`config.mk`:
```
export PLATFORM = sky130hd
export DESIGN_NAME = phh_divider
export DESIGN_NICKNAME = d
export VERILOG_FILES = /design/src/rtl/phh_pkg.sv /design/src/rtl/phh_divider.sv
export SDC_FILE = /design/constraint.sdc
export NUM_CORES = 1
export LEC_CHECK = 0
export BUFFER_PORTS_ARGS = -buffer_cell sky130_fd_sc_hd__buf_2
export CORE_MARGIN = 3
export CORE_UTILIZATION = 40
export CTS_CLUSTER_SIZE = 30
export DETAILED_ROUTE_END_ITERATION = 12
export PLACE_DENSITY_LB_ADDON = 0.25
export SYNTH_ARGS = -nofsm -noshare
export SYNTH_HDL_FRONTEND = slang
export SYNTH_SLANG_ARGS = --single-unit
```
`constraint.sdc`:
```
create_clock -name clock -period 4.6 [get_ports clock]
set_input_delay 0.23 -clock clock [delete_from_list [all_inputs] [get_ports clock]]
set_output_delay 0.23 -clock clock [all_outputs]
set_load 0.02 [all_outputs]
```
`src/rtl/phh_pkg.sv`:
```
`timescale 1ns / 1ps
package phh_pkg;
   localparam logic [1:0] ACT_FILL  = 2'd0;
   localparam logic [1:0] ACT_CLEAR = 2'd1;
   localparam logic [1:0] ACT_READ  = 2'd2;
   // action three is handled as a read
   localparam logic [1:0] ACT_READ_ALT = 2'd3;

   localparam logic [2:0] ST_COUNTED = 3'd0;
   localparam logic [2:0] ST_BAD_WIN = 3'd1;
   localparam logic [2:0] ST_BAD_HEAD = 3'd2;
   localparam logic [2:0] ST_X_OUT   = 3'd3;
   localparam logic [2:0] ST_Y_OUT   = 3'd4;
   localparam logic [2:0] ST_SAT     = 3'd5;
   localparam logic [2:0] ST_CLEARED = 3'd6;
   localparam logic [2:0] ST_READ    = 3'd7;

   localparam logic [2:0] REG_WINDOWS = 3'd0;
   localparam logic [2:0] REG_HEADS   = 3'd1;
   localparam logic [2:0] REG_ACROSS  = 3'd2;
   localparam logic [2:0] REG_DOWN    = 3'd3;
   localparam logic [2:0] REG_EDGE_X  = 3'd4;
   localparam logic [2:0] REG_EDGE_Y  = 3'd5;
   localparam logic [2:0] REG_PIX_W   = 3'd6;
   localparam logic [2:0] REG_PIX_H   = 3'd7;

   localparam int QUOT_BITS = 33;

   typedef struct packed {
      logic [2:0]  window_count;
      logic [2:0]  head_count;
      logic [7:0]  pixels_across;
      logic [7:0]  pixels_down;
      logic [31:0] low_edge_across;
      logic [31:0] low_edge_down;
      logic [15:0] pixel_width;
      logic [15:0] pixel_height;
   } cfg_type;

   // divider handshake
   typedef struct packed {
      logic        start;
      logic [32:0] dividend;
      logic [15:0] divisor;
   } div_req_type;
endpackage

```
`src/rtl/phh_divider.sv`:
```
`timescale 1ns / 1ps
module phh_divider
   import phh_pkg::*;
(
   input  logic        clock,
   input  logic        reset,
   input  div_req_type req,
   output logic        done,
   output logic [32:0] quotient
);
   logic [32:0] quot_ff, quot_in;
   logic [16:0] rem_ff, rem_in;
   logic [15:0] dvs_ff;
   logic [5:0]  cnt_ff, cnt_in;
   logic        busy_ff, busy_in, done_ff, done_in;
   logic [17:0] trial;

   // restoring division, one quotient bit a cycle
   always_comb begin
      trial = {rem_ff, quot_ff[32]} - {2'b0, dvs_ff};
      quot_in = quot_ff;
      rem_in = rem_ff;
      cnt_in = cnt_ff;
      busy_in = busy_ff;
      done_in = 1'b0;
      if (req.start) begin
         quot_in = req.dividend;
         rem_in = '0;
         cnt_in = 6'(QUOT_BITS);
         busy_in = 1'b1;
      end else if (busy_ff) begin
         if (!trial[17]) begin
            rem_in = trial[16:0];
            quot_in = {quot_ff[31:0], 1'b1};
         end else begin
            rem_in = {rem_ff[15:0], quot_ff[32]};
            quot_in = {quot_ff[31:0], 1'b0};
         end
         cnt_in = cnt_ff - 6'd1;
         if (cnt_ff == 6'd1) begin
            busy_in = 1'b0;
            done_in = 1'b1;
         end
      end
   end

   always_ff @(posedge clock) begin
      quot_ff <= quot_in;
      rem_ff <= rem_in;
      cnt_ff <= cnt_in;
      if (req.start) dvs_ff <= req.divisor;
      if (reset) begin
         busy_ff <= 1'b0;
         done_ff <= 1'b0;
      end else begin
         busy_ff <= busy_in;
         done_ff <= done_in;
      end
   end

   assign done = done_ff;
   assign quotient = quot_ff;
endmodule

```
======== Word-level counts from Yosys, hierarchy flattened ========
Index checks and enable logic that the tools add are counted.
word-level totals
  flip-flop bits (word level) ............. 74
  bits in latches ......................... 0
  RAM bits ................................ 0
  memory bits (read-only) ................. 0
  output and inout bits ................... 34
  word-level logic and storage cells ...... 20
  memories ................................ 0
cells by class
  add/sub/neg operators ................... 2
  multiply operators ...................... 0
  divide/modulo/power cells ............... 0
  $lt $le $gt $ge ......................... 0
  equality and inequality tests ........... 1
  shift-type cells ........................ 0
  muxes and demuxes ....................... 8
  bitwise gates (word level) .............. 1
  reduce and logical (&&, ||, !) cells .... 2
operator list
  cell                                                                   number
  33-bit 2-to-1 mux                                                      2
  18-bit by 16-bit subtractor with 18-bit output                         1
  17-bit 2-to-1 mux                                                      1
  6-bit by 1-bit equality test with 1-bit output, second input constant  1
  6-bit by 1-bit subtractor with 6-bit output, second input constant     1
  1-bit 2-to-1 mux                                                       5
  3-bit OR reduction                                                     1
  2-bit nonzero test                                                     1
  1-bit NOT                                                              1

======== Logic depth before layout (Yosys ltp) ========
Gate-level depths: netlist (run 1).
  depth after elaboration ................. 4
  depth in mapped cells ................... 11
  mapped depth without buffers ............ 10

======== Least setup slack after synthesis (run 1) ========
No wires, ideal clock.
  kind .................................... register to register
  from .................................... reg quot_ff[32] (netlist: quotient[32])
  to ...................................... reg rem_ff[3]
  library setup time ...................... 0.088 ns
  data arrival time ....................... 2.330 ns
  slack ................................... 2.182 ns
  stages on the path, launching flop included .. 11
  clock period less this slack ............ 2.418 ns
  path through ............................ edfxtp_1 inv_1 ha_1 nor2b_1 o2111a_1 o31ai_2 o21ai_4 xor2_4 buf_8 nand2_2 a311oi_2
between the ends
  longest elaborated chain between the ends .. 2
ends and longest elaborated chain
  element                                         RTL line           RTL
  start, declared                                 phh_divider.sv:11  logic [32:0] quot_ff, quot_in;
  start signal, assigned                          phh_divider.sv:48  quot_ff <= quot_in;
  18-bit by 16-bit subtractor with 18-bit output  phh_divider.sv:20  trial = {rem_ff, quot_ff[32]} - {2'b0, dvs_ff};
  17-bit 2-to-1 mux                               phh_divider.sv:32  if (!trial[17]) begin
  end signal, assigned                            phh_divider.sv:49  rem_ff <= rem_in;
  end, declared                                   phh_divider.sv:12  logic [16:0] rem_ff, rem_in;
Every way passes these cells.
A chain may end at the register's enable or synchronous reset.

======== Worst setup path after layout (run 1) ========
  from .................................... reg rem_ff[6]
  to ...................................... reg rem_ff[4]
between the ends
  longest elaborated chain between the ends .. 2
ends and longest elaborated chain
  element                                         RTL line
  18-bit by 16-bit subtractor with 18-bit output  phh_divider.sv:20
  17-bit 2-to-1 mux                               phh_divider.sv:32
Every way passes these cells.

==> impl_metrics.json, run 1 <==
{
  "outcome": "completed",
  "crit_path_cell_trace": "ha_1, a2111oi_1, o31ai_2, o31ai_2, o21ai_4, xnor2_1, nand2_1, a311oi_2",
  "clk-insertion-delay-late_ns": 0.36,
  "drive_above_1_share_pct": 35.1,
  "dr.pass1.iters": 4,
  "slowest_stage": "xnor2_1",
  "layout_common_cells": "buf_2 (85), edfxtp_1 (49), mux2_2 (32), nor2_1 (31)",
  "crit_path_start_kind": "register",
  "io_buffers": 85,
  "fin_crit_sh_pct": 66.0,
  "detailed_place.area_um2": 4560,
  "synth_cell_type_count": 59,
  "cts_post_setup_buffers_inserted": 0,
  "worst_pin_slew_ns": 0.931,
  "initial_core_util_pct": 42.2,
  "tns_ns": 0,
  "syn_inst": 355,
  "power_density_nw_per_um2": 377,
  "die_area_um2": 11300,
  "cts_tree": "done",
  "finalHoldViolCount": 0,
  "nNetsFinal": 513,
  "required_ns": 4.88,
  "power_frac_comb_pct": 22.9,
  "yosysWarnings": 0,
  "clock-root-buffer": "clkbuf_8",
  "crit_top_cell": "o31ai_2",
  "synth-seq-cells": 74,
  "worst-path-buf-inv": 0,
  "cts_inserted_buffers": 9,
  "period_needed_ns": 3.04,
  "seq_area_frac_synth_pct": 49.2,
  "grt_overflow": 0,
  "fin_area_um2": 4780,
  "mostFrequentLayoutCell": "buf_2",
  "syn_avg_cell_area_um2": 11.3,
  "area.growth.synth_to_final_pct": 19.3,
  "grt_pass1_wl_um": 13800,
  "p_switching_uw": 541,
  "maxSlewViolCount": 0,
  "p_leak_nw": 2.02,
  "diodes": 0,
  "path_class": "register to register",
  "worstSetupEndpointType": "register",
  "antenna_left": 0,
  "routed.top_layer": "met4",
  "path_max_fanout": 11,
  "cap_violations": 0,
  "rows": 35,
  "antenna_found_initial": 0,
  "fp.dieW_um": 106,
  "netlist_area_um2": 4010,
  "synth_edf_count": 49,
  "internal_power_mw": 1.26,
  "dr_total_vias": 2885,
  "ir_drop_mv": 0.179,
  "gp_congestion": 0.838,
  "path_delay_family": "compound AO/OA/AOI/OAI gates",
  "hold_buffers": 0,
  "clk_pin_slew_worst_paths_ns": 0.09,
  "die_height_um": 106,
  "wl_met1_um": 3800,
  "io_pins": 86,
  "clock_power_share_pct": 32.0,
  "setup_viol": 0,
  "ys.flop_type": "edfxtp_1",
  "fill_cells": 894,
  "met2WireLength_um": 4130,
  "cts.repair.resized": 0,
  "grt_max_degree": 43,
  "max_stage_delay_ns": 0.76,
  "timing.fmax_mhz": 329,
  "drc": 0,
  "clock_skew_ns": 0.0141,
  "relSlewSlack_pct": 37.5,
  "htree_levels": 3,
  "ys_async_sr_fraction_pct": 0,
  "rsz0062_at_grt": "false",
  "routed_wl_um": 8390,
  "clock_path_buffers": 2,
  "hp-class": "primary input to register",
  "power_frac_seq_pct": 45.1,
  "vias_per_cell": 5.01,
  "design.core.area_um2": 9500,
  "wire_per_inst_um": 14.6,
  "grt_pass1_vias": 2838,
  "cp.arrival_ns": 3.31,
  "grtUsageTotal_pct": 15.5,
  "route.met3.wl_um": 353,
  "switching_share_pct": 30.0,
  "dp_hpwl_um": 6000,
  "first_iter_violations": 120,
  "cts_sinks": 74,
  "synth_nets": 426
}
## kinds of logic after synthesis
| logic type | count (synthesis) | synth area share (%) |
|---|---|---|
| simple gates | 99 | 11.7 |
| compound gates | 75 | 15.1 |
| fa+ha+maj | 19 | 6.12 |
| xor+xnor | 16 | 3.96 |
| mux | 37 | 10.2 |
| flops | 74 | 49.2 |
| buf+inv | 35 | 3.68 |
## path summary, 6_finish.rpt
path,end,cells after the start,from,slack [ns]
setup / recovery,rem_ff[4],8,rem_ff[6],1.56
hold / removal,dvs_ff[5],1,req[5],0.04
setup reg to reg,rem_ff[4],8,rem_ff[6],1.56
hold reg to reg,rem_ff[8],2,rem_ff[8],0.48
## metal layers
layer  vias to the layer above  GRT usage, %
li1                       1480             -
met2                        51          25.6
met4                         0          4.81
met5                         -             0
met1                      1346          19.6
met3                         8          4.37
## sequential cells by signal, indices dropped and copies added (netlist names)
| signal | count |
|---|---|
| busy_ff | 1 |
| quotient | 33 |
| done | 1 |
| dvs_ff | 16 |
| rem_ff | 17 |
| cnt_ff | 6 |
## metrics by stage
step           power, mW  worst slack (ns)  hold slack, ns  instances  util [%]
2_1_floorplan       1.13              2.18           0.302        355         -
3_3_place_gp        1.23              1.70           0.404        560      48.0
3_5_place_dp        1.24              1.61           0.408        560      48.0
4_1_cts             1.83              1.58          0.0165        576      50.3
5_1_grt             1.90              1.30          0.0120        576      50.3
6_report            1.80              1.56          0.0376        576      50.3
## synthesized netlist by cell type, types with 6 or more instances
cell type	n	area [µm²]
nand3_1	7	35.0
o21ai_0	8	40.0
dfxtp_1	25	500
o21a_1	6	45.0
nor3_1	12	60.1
inv_1	23	86.3
ha_1	18	225
buf_1	6	22.5
nand2_1	25	93.8
mux2_2	32	360
a21oi_1	13	65.1
edfxtp_1	49	1470
xnor2_1	10	87.6
nor2_1	31	116
## area by class of cell
cell class / instances / area [µm²] / area share [%]
inverters: 23 / 86.3 / 1.80
repair buffers: 88 / 448 / 9.36
flip-flops and latches: 74 / 1970 / 41.2
clock inverters: 7 / 103 / 2.14
well taps: 129 / 161 / 3.37
clock buffers: 9 / 124 / 2.59
multi-input cells: 246 / 1890 / 39.5
## worst register-to-register path, cell delays in order (launching register included)
cell and delay, ns:
dfxtp_1 0.34, ha_1 0.38, a2111oi_1 0.64, o31ai_2 0.11, o31ai_2 0.14, o21ai_4 0.16
xnor2_1 0.76, nand2_1 0.15, a311oi_2 0.27
## power by group through the flow
| stage | Clock, mW | Combinational [mW] | Sequential (mW) |
|---|---|---|---|
| floorplan | 0 | 0.273 | 0.860 |
| global placement | 0 | 0.408 | 0.827 |
| detailed placement | 0 | 0.413 | 0.828 |
| CTS | 0.601 | 0.415 | 0.814 |
| global route | 0.625 | 0.457 | 0.823 |
| finish | 0.577 | 0.412 | 0.813 |
(Power assumes the default switching activity.)
==> inputs of run 2 (changes only) <==
clock period = 2.65 ns   (was 4.6 ns; I/O delays follow)
==> run 2 against run 1 <==
  * Final cell count increased by 5.4%
  * Non-clock buffer count increased by 31
  * Cell area increased by 6.4%
  * Clock skew decreased by 0.0027 ns
  * Setup slack got worse by 1.4 ns
  * Flip-flop and latch count unchanged
  * Global-route usage increased by 0.42 points
  * Clock power increased by 55%
  * Core utilization increased by 3.2 points
  * Count of clock-buffer cells in the layout unchanged
  * Total power increased by 73%
  * Largest power group unchanged
  * Highest routed layer unchanged
==> impl_metrics.json, run 2 (same netlist as run 1, synthesis figures left out) <==
{
  "hold-path-endpoint": "quotient[0]",
  "nNetsFinal": 544,
  "grt_max_degree": 34,
  "diodes": 0,
  "clock-root-buffer": "clkbuf_8",
  "grtUsageTotal_pct": 15.9,
  "setup_viol": 0,
  "drive_above_1_share_pct": 36.8,
  "clock_path_buffers": 2,
  "fin_area_um2": 5090,
  "cap_violations": 0,
  "dr.pass1.iters": 4,
  "io_buffers": 85,
  "worst_pin_slew_ns": 0.527,
  "finish.utilization_pct": 53.6,
  "worstSetupEndpointType": "register",
  "r2r-start": "rem_ff[11]",
  "initial_core_util_pct": 42.2,
  "cts_inserted_buffers": 9,
  "clk_pin_slew_worst_paths_ns": 0.08,
  "clk-insertion-delay-late_ns": 0.35,
  "cts_sinks": 74,
  "path_class": "register to register",
  "die_height_um": 106,
  "timing.fmax_mhz": 395,
  "outcome": "completed",
  "maxSlewViolCount": 0,
  "clock_skew_ns": 0.0114,
  "detailed_place.area_um2": 4660,
  "path_max_fanout": 6,
  "grt_pass1_wl_um": 14300,
  "drc": 0,
  "wire_per_inst_um": 14.4,
  "area.growth.synth_to_final_pct": 26.9,
  "design.core.area_um2": 9500,
  "die_area_um2": 11300,
  "routed_wl_um": 8710,
  "mostFrequentLayoutCell": "buf_2",
  "cts_tree": "done",
  "gp_congestion": 0.852,
  "p_leak_nw": 2.15,
  "r2r_setup_slack_ns": 0.12,
  "dr_total_vias": 3058,
  "min_path_cells": 3,
  "first_iter_violations": 122,
  "cp.arrival_ns": 2.77,
  "vias_per_cell": 5.04,
  "fill_cells": 853,
  "fp.dieW_um": 106,
  "hp-class": "primary input to register",
  "io_pins": 86,
  "antenna_found_initial": 0,
  "min_from": "req[16]",
  "fin_crit_sh_pct": 95.6,
  "antenna_left": 0,
  "crit_path_start_kind": "register",
  "period_needed_ns": 2.53,
  "grt_overflow": 0,
  "htree_levels": 3,
  "required_ns": 2.89,
  "relSlewSlack_pct": 64.8,
  "power_density_nw_per_um2": 611,
  "grt_pass1_vias": 3060,
  "finalHoldViolCount": 0,
  "rows": 35,
  "regToRegEndpoint": "rem_ff[11]",
  "ff2ff_path_depth": 9,
  "layout_common_cells": "buf_2 (85), edfxtp_1 (49), mux2_2 (32), nor2_1 (31)",
  "largest_reg_flops": 33,
  "ir_drop_mv": 0.306,
  "hold_ws_ns": 0.0648,
  "dp_hpwl_um": 6400
}
run 2: cell count changes in the layout (fill, tap and decap cells not counted), moves of 2 or more:
cell,before,now
a21oi_1,13,11
ha_1,18,16
ha_2,0,2
dlygate4sd3_1,0,17
buf_4,3,16
inv_6,0,2
run 2: worst max path at each step:
stage	start	endpoint	slack, ns	cells past startpoint
finish	rem_ff[11]	rem_ff[11]	0.12	9
detailed placement	rem_ff[11]	rem_ff[2]	0.06	9
floorplan	quotient[32]	rem_ff[3]	0.23	10
CTS	dvs_ff[1]	rem_ff[11]	0.06	10
global placement	rem_ff[11]	rem_ff[11]	0.15	9
global route	dvs_ff[7]	rem_ff[12]	-0.04	11
run 2: timing repair:
item | CTS | global route
buffers inserted | 0 | 2
endpoints found under the hold margin | 18 | 0
endpoints found under the setup margin | 0 | 16
hold buffers | 17 | 0
resized for setup | 0 | 10
run 2: where the power goes:
group	internal, mW	switching, mW	total, mW
sequential	1.35	0.0595	1.41
clock	0.441	0.455	0.896
combinational	0.363	0.444	0.807
total	2.15	0.958	3.11
run 2: stage by stage:
stage / worst slack, ns / power (mW) / TNS (ns) / instances
after detailed placement: 0.0594 / 2.20 / 0 / 572
after CTS: 0.0551 / 3.12 / 0 / 605
after floorplan: 0.232 / 1.97 / 0 / 355
after global routing: -0.0403 / 3.29 / -0.0403 / 607
after global placement: 0.152 / 2.19 / 0 / 572
final: 0.116 / 3.11 / 0 / 607
run 2: layout make-up:
type                            count  area (µm²)  area share, %
Timing Repair Buffer              119         736           14.5
Tap cell                          129         161           3.17
Clock inverter                      7        76.3           1.50
Multi-Input combinational cell    246        1930           38.0
Sequential cell                    74        1970           38.7
Inverter                           23        86.3           1.70
Clock buffer                        9         124           2.43
run 2: per-layer routing:
layer  GRT usage, %  up-vias  wire length (µm)
met3           3.10       18               321
li1               -     1544                 -
met4           7.68        0               202
met5              0        -                 0
met1           20.3     1431              4020
met2           25.7       65              4170
run 2: critical path, cell delays in order, from the launching register on:
cell and delay [ns]:
dfxtp_1 0.41, ha_2 0.35, a21oi_4 0.18, o21ai_1 0.09, a2111oi_2 0.47, o21ai_4 0.17, xnor2_2 0.17, buf_4 0.16
and3_1 0.15, a221o_1 0.26
==> inputs of run 3 (changes only) <==
ABC_AREA = 1   (was not set)
CTS_BUF_LIST = sky130_fd_sc_hd__clkbuf_8   (was not set)
==> run 3 against run 2 <==
  * Setup slack improved by 0.20 ns
  * Register-to-register slack better by 0.20 ns
  * Core utilization shrank 2.2 points
  * Critical path type unchanged
  * Global-route usage increased by 2.6 points
  * Flip-flop and latch count did not move
  * Sequential power shrank 3%
  * Largest power group unchanged
  * First-iteration DRC count up 53%
  * Clock power decreased by 2.5%
  * Cell area increased by 0.84%
  * Clock skew fell by 0.0014 ns
  * Critical path depth is 4 higher
==> impl_metrics.json, run 3 <==
{
  "outcome": "completed",
  "tns_ns": 0,
  "synth_compound_area_share_pct": 3.50,
  "synth_cell_type_count": 37,
  "r2r_setup_slack_ns": 0.32,
  "synth_edf_count": 49,
  "synth_nets": 612,
  "antenna_left": 0,
  "path_delay_family": "adder cells",
  "wire_per_inst_um": 12.9,
  "design.core.area_um2": 10000,
  "ir_drop_mv": 0.324,
  "first_iter_violations": 187,
  "final-instance-count-excl-fill": 785,
  "clock_skew_ns": 0.0100,
  "cap_violations": 0,
  "io_pins": 86,
  "fp.dieW_um": 109,
  "timing.fmax_mhz": 429,
  "cts.repair.resized": 0,
  "ff2ff_path_depth": 13,
  "diodes": 0,
  "antenna_found_initial": 0,
  "synth-xor-area-share_pct": 1.66,
  "cts_inserted_buffers": 9,
  "largest_reg_flops": 33,
  "cts_tree": "done",
  "gp_congestion": 0.873,
  "initial_core_util_pct": 42.2,
  "yosys.area_share.adder_pct": 5.81,
  "p_leak_nw": 2.70,
  "routed.top_layer": "met4",
  "area.growth.synth_to_final_pct": 21.6,
  "vias_per_cell": 4.74,
  "hold_ws_ns": 0.0473,
  "hold-path-endpoint": "quotient[21]",
  "routed_wl_um": 10100,
  "die_area_um2": 11800,
  "grt_pass1_wl_um": 17200,
  "path_max_fanout": 3,
  "htree_levels": 3,
  "syn_inst": 541,
  "route.met3.wl_um": 608,
  "fin_crit_sh_pct": 88.0,
  "r2r-start": "quotient[32]",
  "dr_total_vias": 3720,
  "clock_path_buffers": 2,
  "worst-path-buf-inv": 1,
  "io_buffers": 85,
  "hp-class": "primary input to register",
  "ys.flop_type": "edfxtp_1",
  "die_height_um": 109,
  "grt_pass1_vias": 3733,
  "clk_pin_slew_worst_paths_ns": 0.08,
  "cp.arrival_ns": 2.57,
  "synth-seq-cells": 74,
  "synth_top_family_by_area": "simple AND/OR/NAND/NOR gates",
  "rows": 36,
  "period_needed_ns": 2.33,
  "crit_path_cell_trace": "inv_1, ha_1, fa_1, o21ai_0, nand2_1, o21bai_1, nand2_1, nand2_1, nand2_1, nand2_1, nand2_1, nand3_1, nand2_1",
  "drive_above_1_share_pct": 18.6,
  "total_power_mw": 2.68,
  "finish.utilization_pct": 51.3,
  "maxSlewViolCount": 0,
  "synth.area.mux_share_pct": 0,
  "grt_max_degree": 40,
  "min_from": "req[37]",
  "relSlewSlack_pct": 44.9,
  "rsz0062_at_grt": "false",
  "wl_met1_um": 4700,
  "slowest_stage": "fa_1",
  "ys_async_sr_fraction_pct": 0,
  "required_ns": 2.89,
  "crit_path_start_kind": "register",
  "yosys-top-cells-area": "edfxtp_1 (35%), nand2_1 (20%), dfxtp_1 (12%)",
  "min_path_cells": 3,
  "worstSetupEndpointType": "register",
  "grtUsageTotal_pct": 18.5,
  "path_class": "register to register",
  "yosys.area_share.simple_pct": 33.4,
  "synth_most_common_cell": "nand2_1",
  "yosysWarnings": 0,
  "netlist_area_um2": 4220,
  "clock-root-buffer": "clkbuf_8",
  "layout_common_cells": "nand2_1 (226), buf_2 (85), inv_1 (78), edfxtp_1 (49), nand3_1 (47)",
  "setup_viol": 0,
  "post-place-cells": 752,
  "max_stage_delay_ns": 0.40,
  "met2WireLength_um": 4650,
  "clk-insertion-delay-late_ns": 0.35,
  "cts_sinks": 74,
  "crit_top_cell": "nand2_1",
  "nNetsFinal": 718,
  "yosysTopAreaCell": "edfxtp_1",
  "syn_avg_cell_area_um2": 7.80,
  "power_density_nw_per_um2": 522,
  "drc": 0,
  "dr.pass1.iters": 4,
  "finalHoldViolCount": 0,
  "worst_pin_slew_ns": 0.826,
  "seq_area_frac_synth_pct": 46.7,
  "yosys-top-cells-count": "nand2_1 (226), inv_1 (78), edfxtp_1 (49)",
  "dp_hpwl_um": 7400,
  "grt_overflow": 0,
  "mostFrequentLayoutCell": "nand2_1",
  "regToRegEndpoint": "rem_ff[14]",
  "synth_top_area_share_pct": 34.9
}
==> run 3: layer usage <==
metal	global-route usage [%]	up-vias
met3	5.03	12
met1	23.6	1699
li1	-	1914
met4	6.67	0
met2	30.2	95
met5	0	-
==> run 3: final cells by class <==
cell class	count	area [µm²]
fillers	1003	4870
flip-flops and latches	74	1970
multi-input cells	376	1870
repair buffers	107	633
inverters	79	297
well taps	133	166
clock buffers	9	124
clock inverters	7	67.6
==> run 3: what timing repair did <==
item	CTS	global route
setup buffers	0	0
hold endpoints to repair	18	0
hold buffers	17	0
==> run 3: through the flow <==
step	instance area (µm²)	setup slack (ns)
after floorplan	4220	0.488
after global routing	5130	0.0885
final	5130	0.317
after detailed placement	4770	0.333
after global placement	4770	0.371
after CTS	5130	0.306
==> run 3: kinds of logic after synthesis <==
kind of cell / count (synthesis)
simple gates: 324
buf+inv: 91
flops: 74
compound gates: 25
fa+ha+maj: 19
xor+xnor: 8
==> run 3: report_power, final <==
group / internal (mW) / leakage, nW / total (mW) / switching (mW)
clock network: 0.433 / 0.0951 / 0.874 / 0.440
registers: 1.33 / 0.698 / 1.37 / 0.0418
logic: 0.161 / 1.91 / 0.437 / 0.276
total: 1.92 / 2.70 / 2.68 / 0.758
==> run 3: how the worst max path moves through the flow <==
stage,startpoint,endpoint,slack (ns),cells past startpoint
3_3_place_gp,quotient[32],rem_ff[14],0.37,13
2_1_floorplan,quotient[32],rem_ff[14],0.49,13
5_1_grt,quotient[32],rem_ff[10],0.09,13
3_5_place_dp,quotient[32],rem_ff[14],0.33,13
6_report,quotient[32],rem_ff[14],0.32,13
4_1_cts,quotient[32],rem_ff[14],0.31,13
==> run 3: worst min-delay path, stage by stage <==
cell and delay, ns:
buf_2 0.07, nand2_1 0.04, nand2_1 0.05
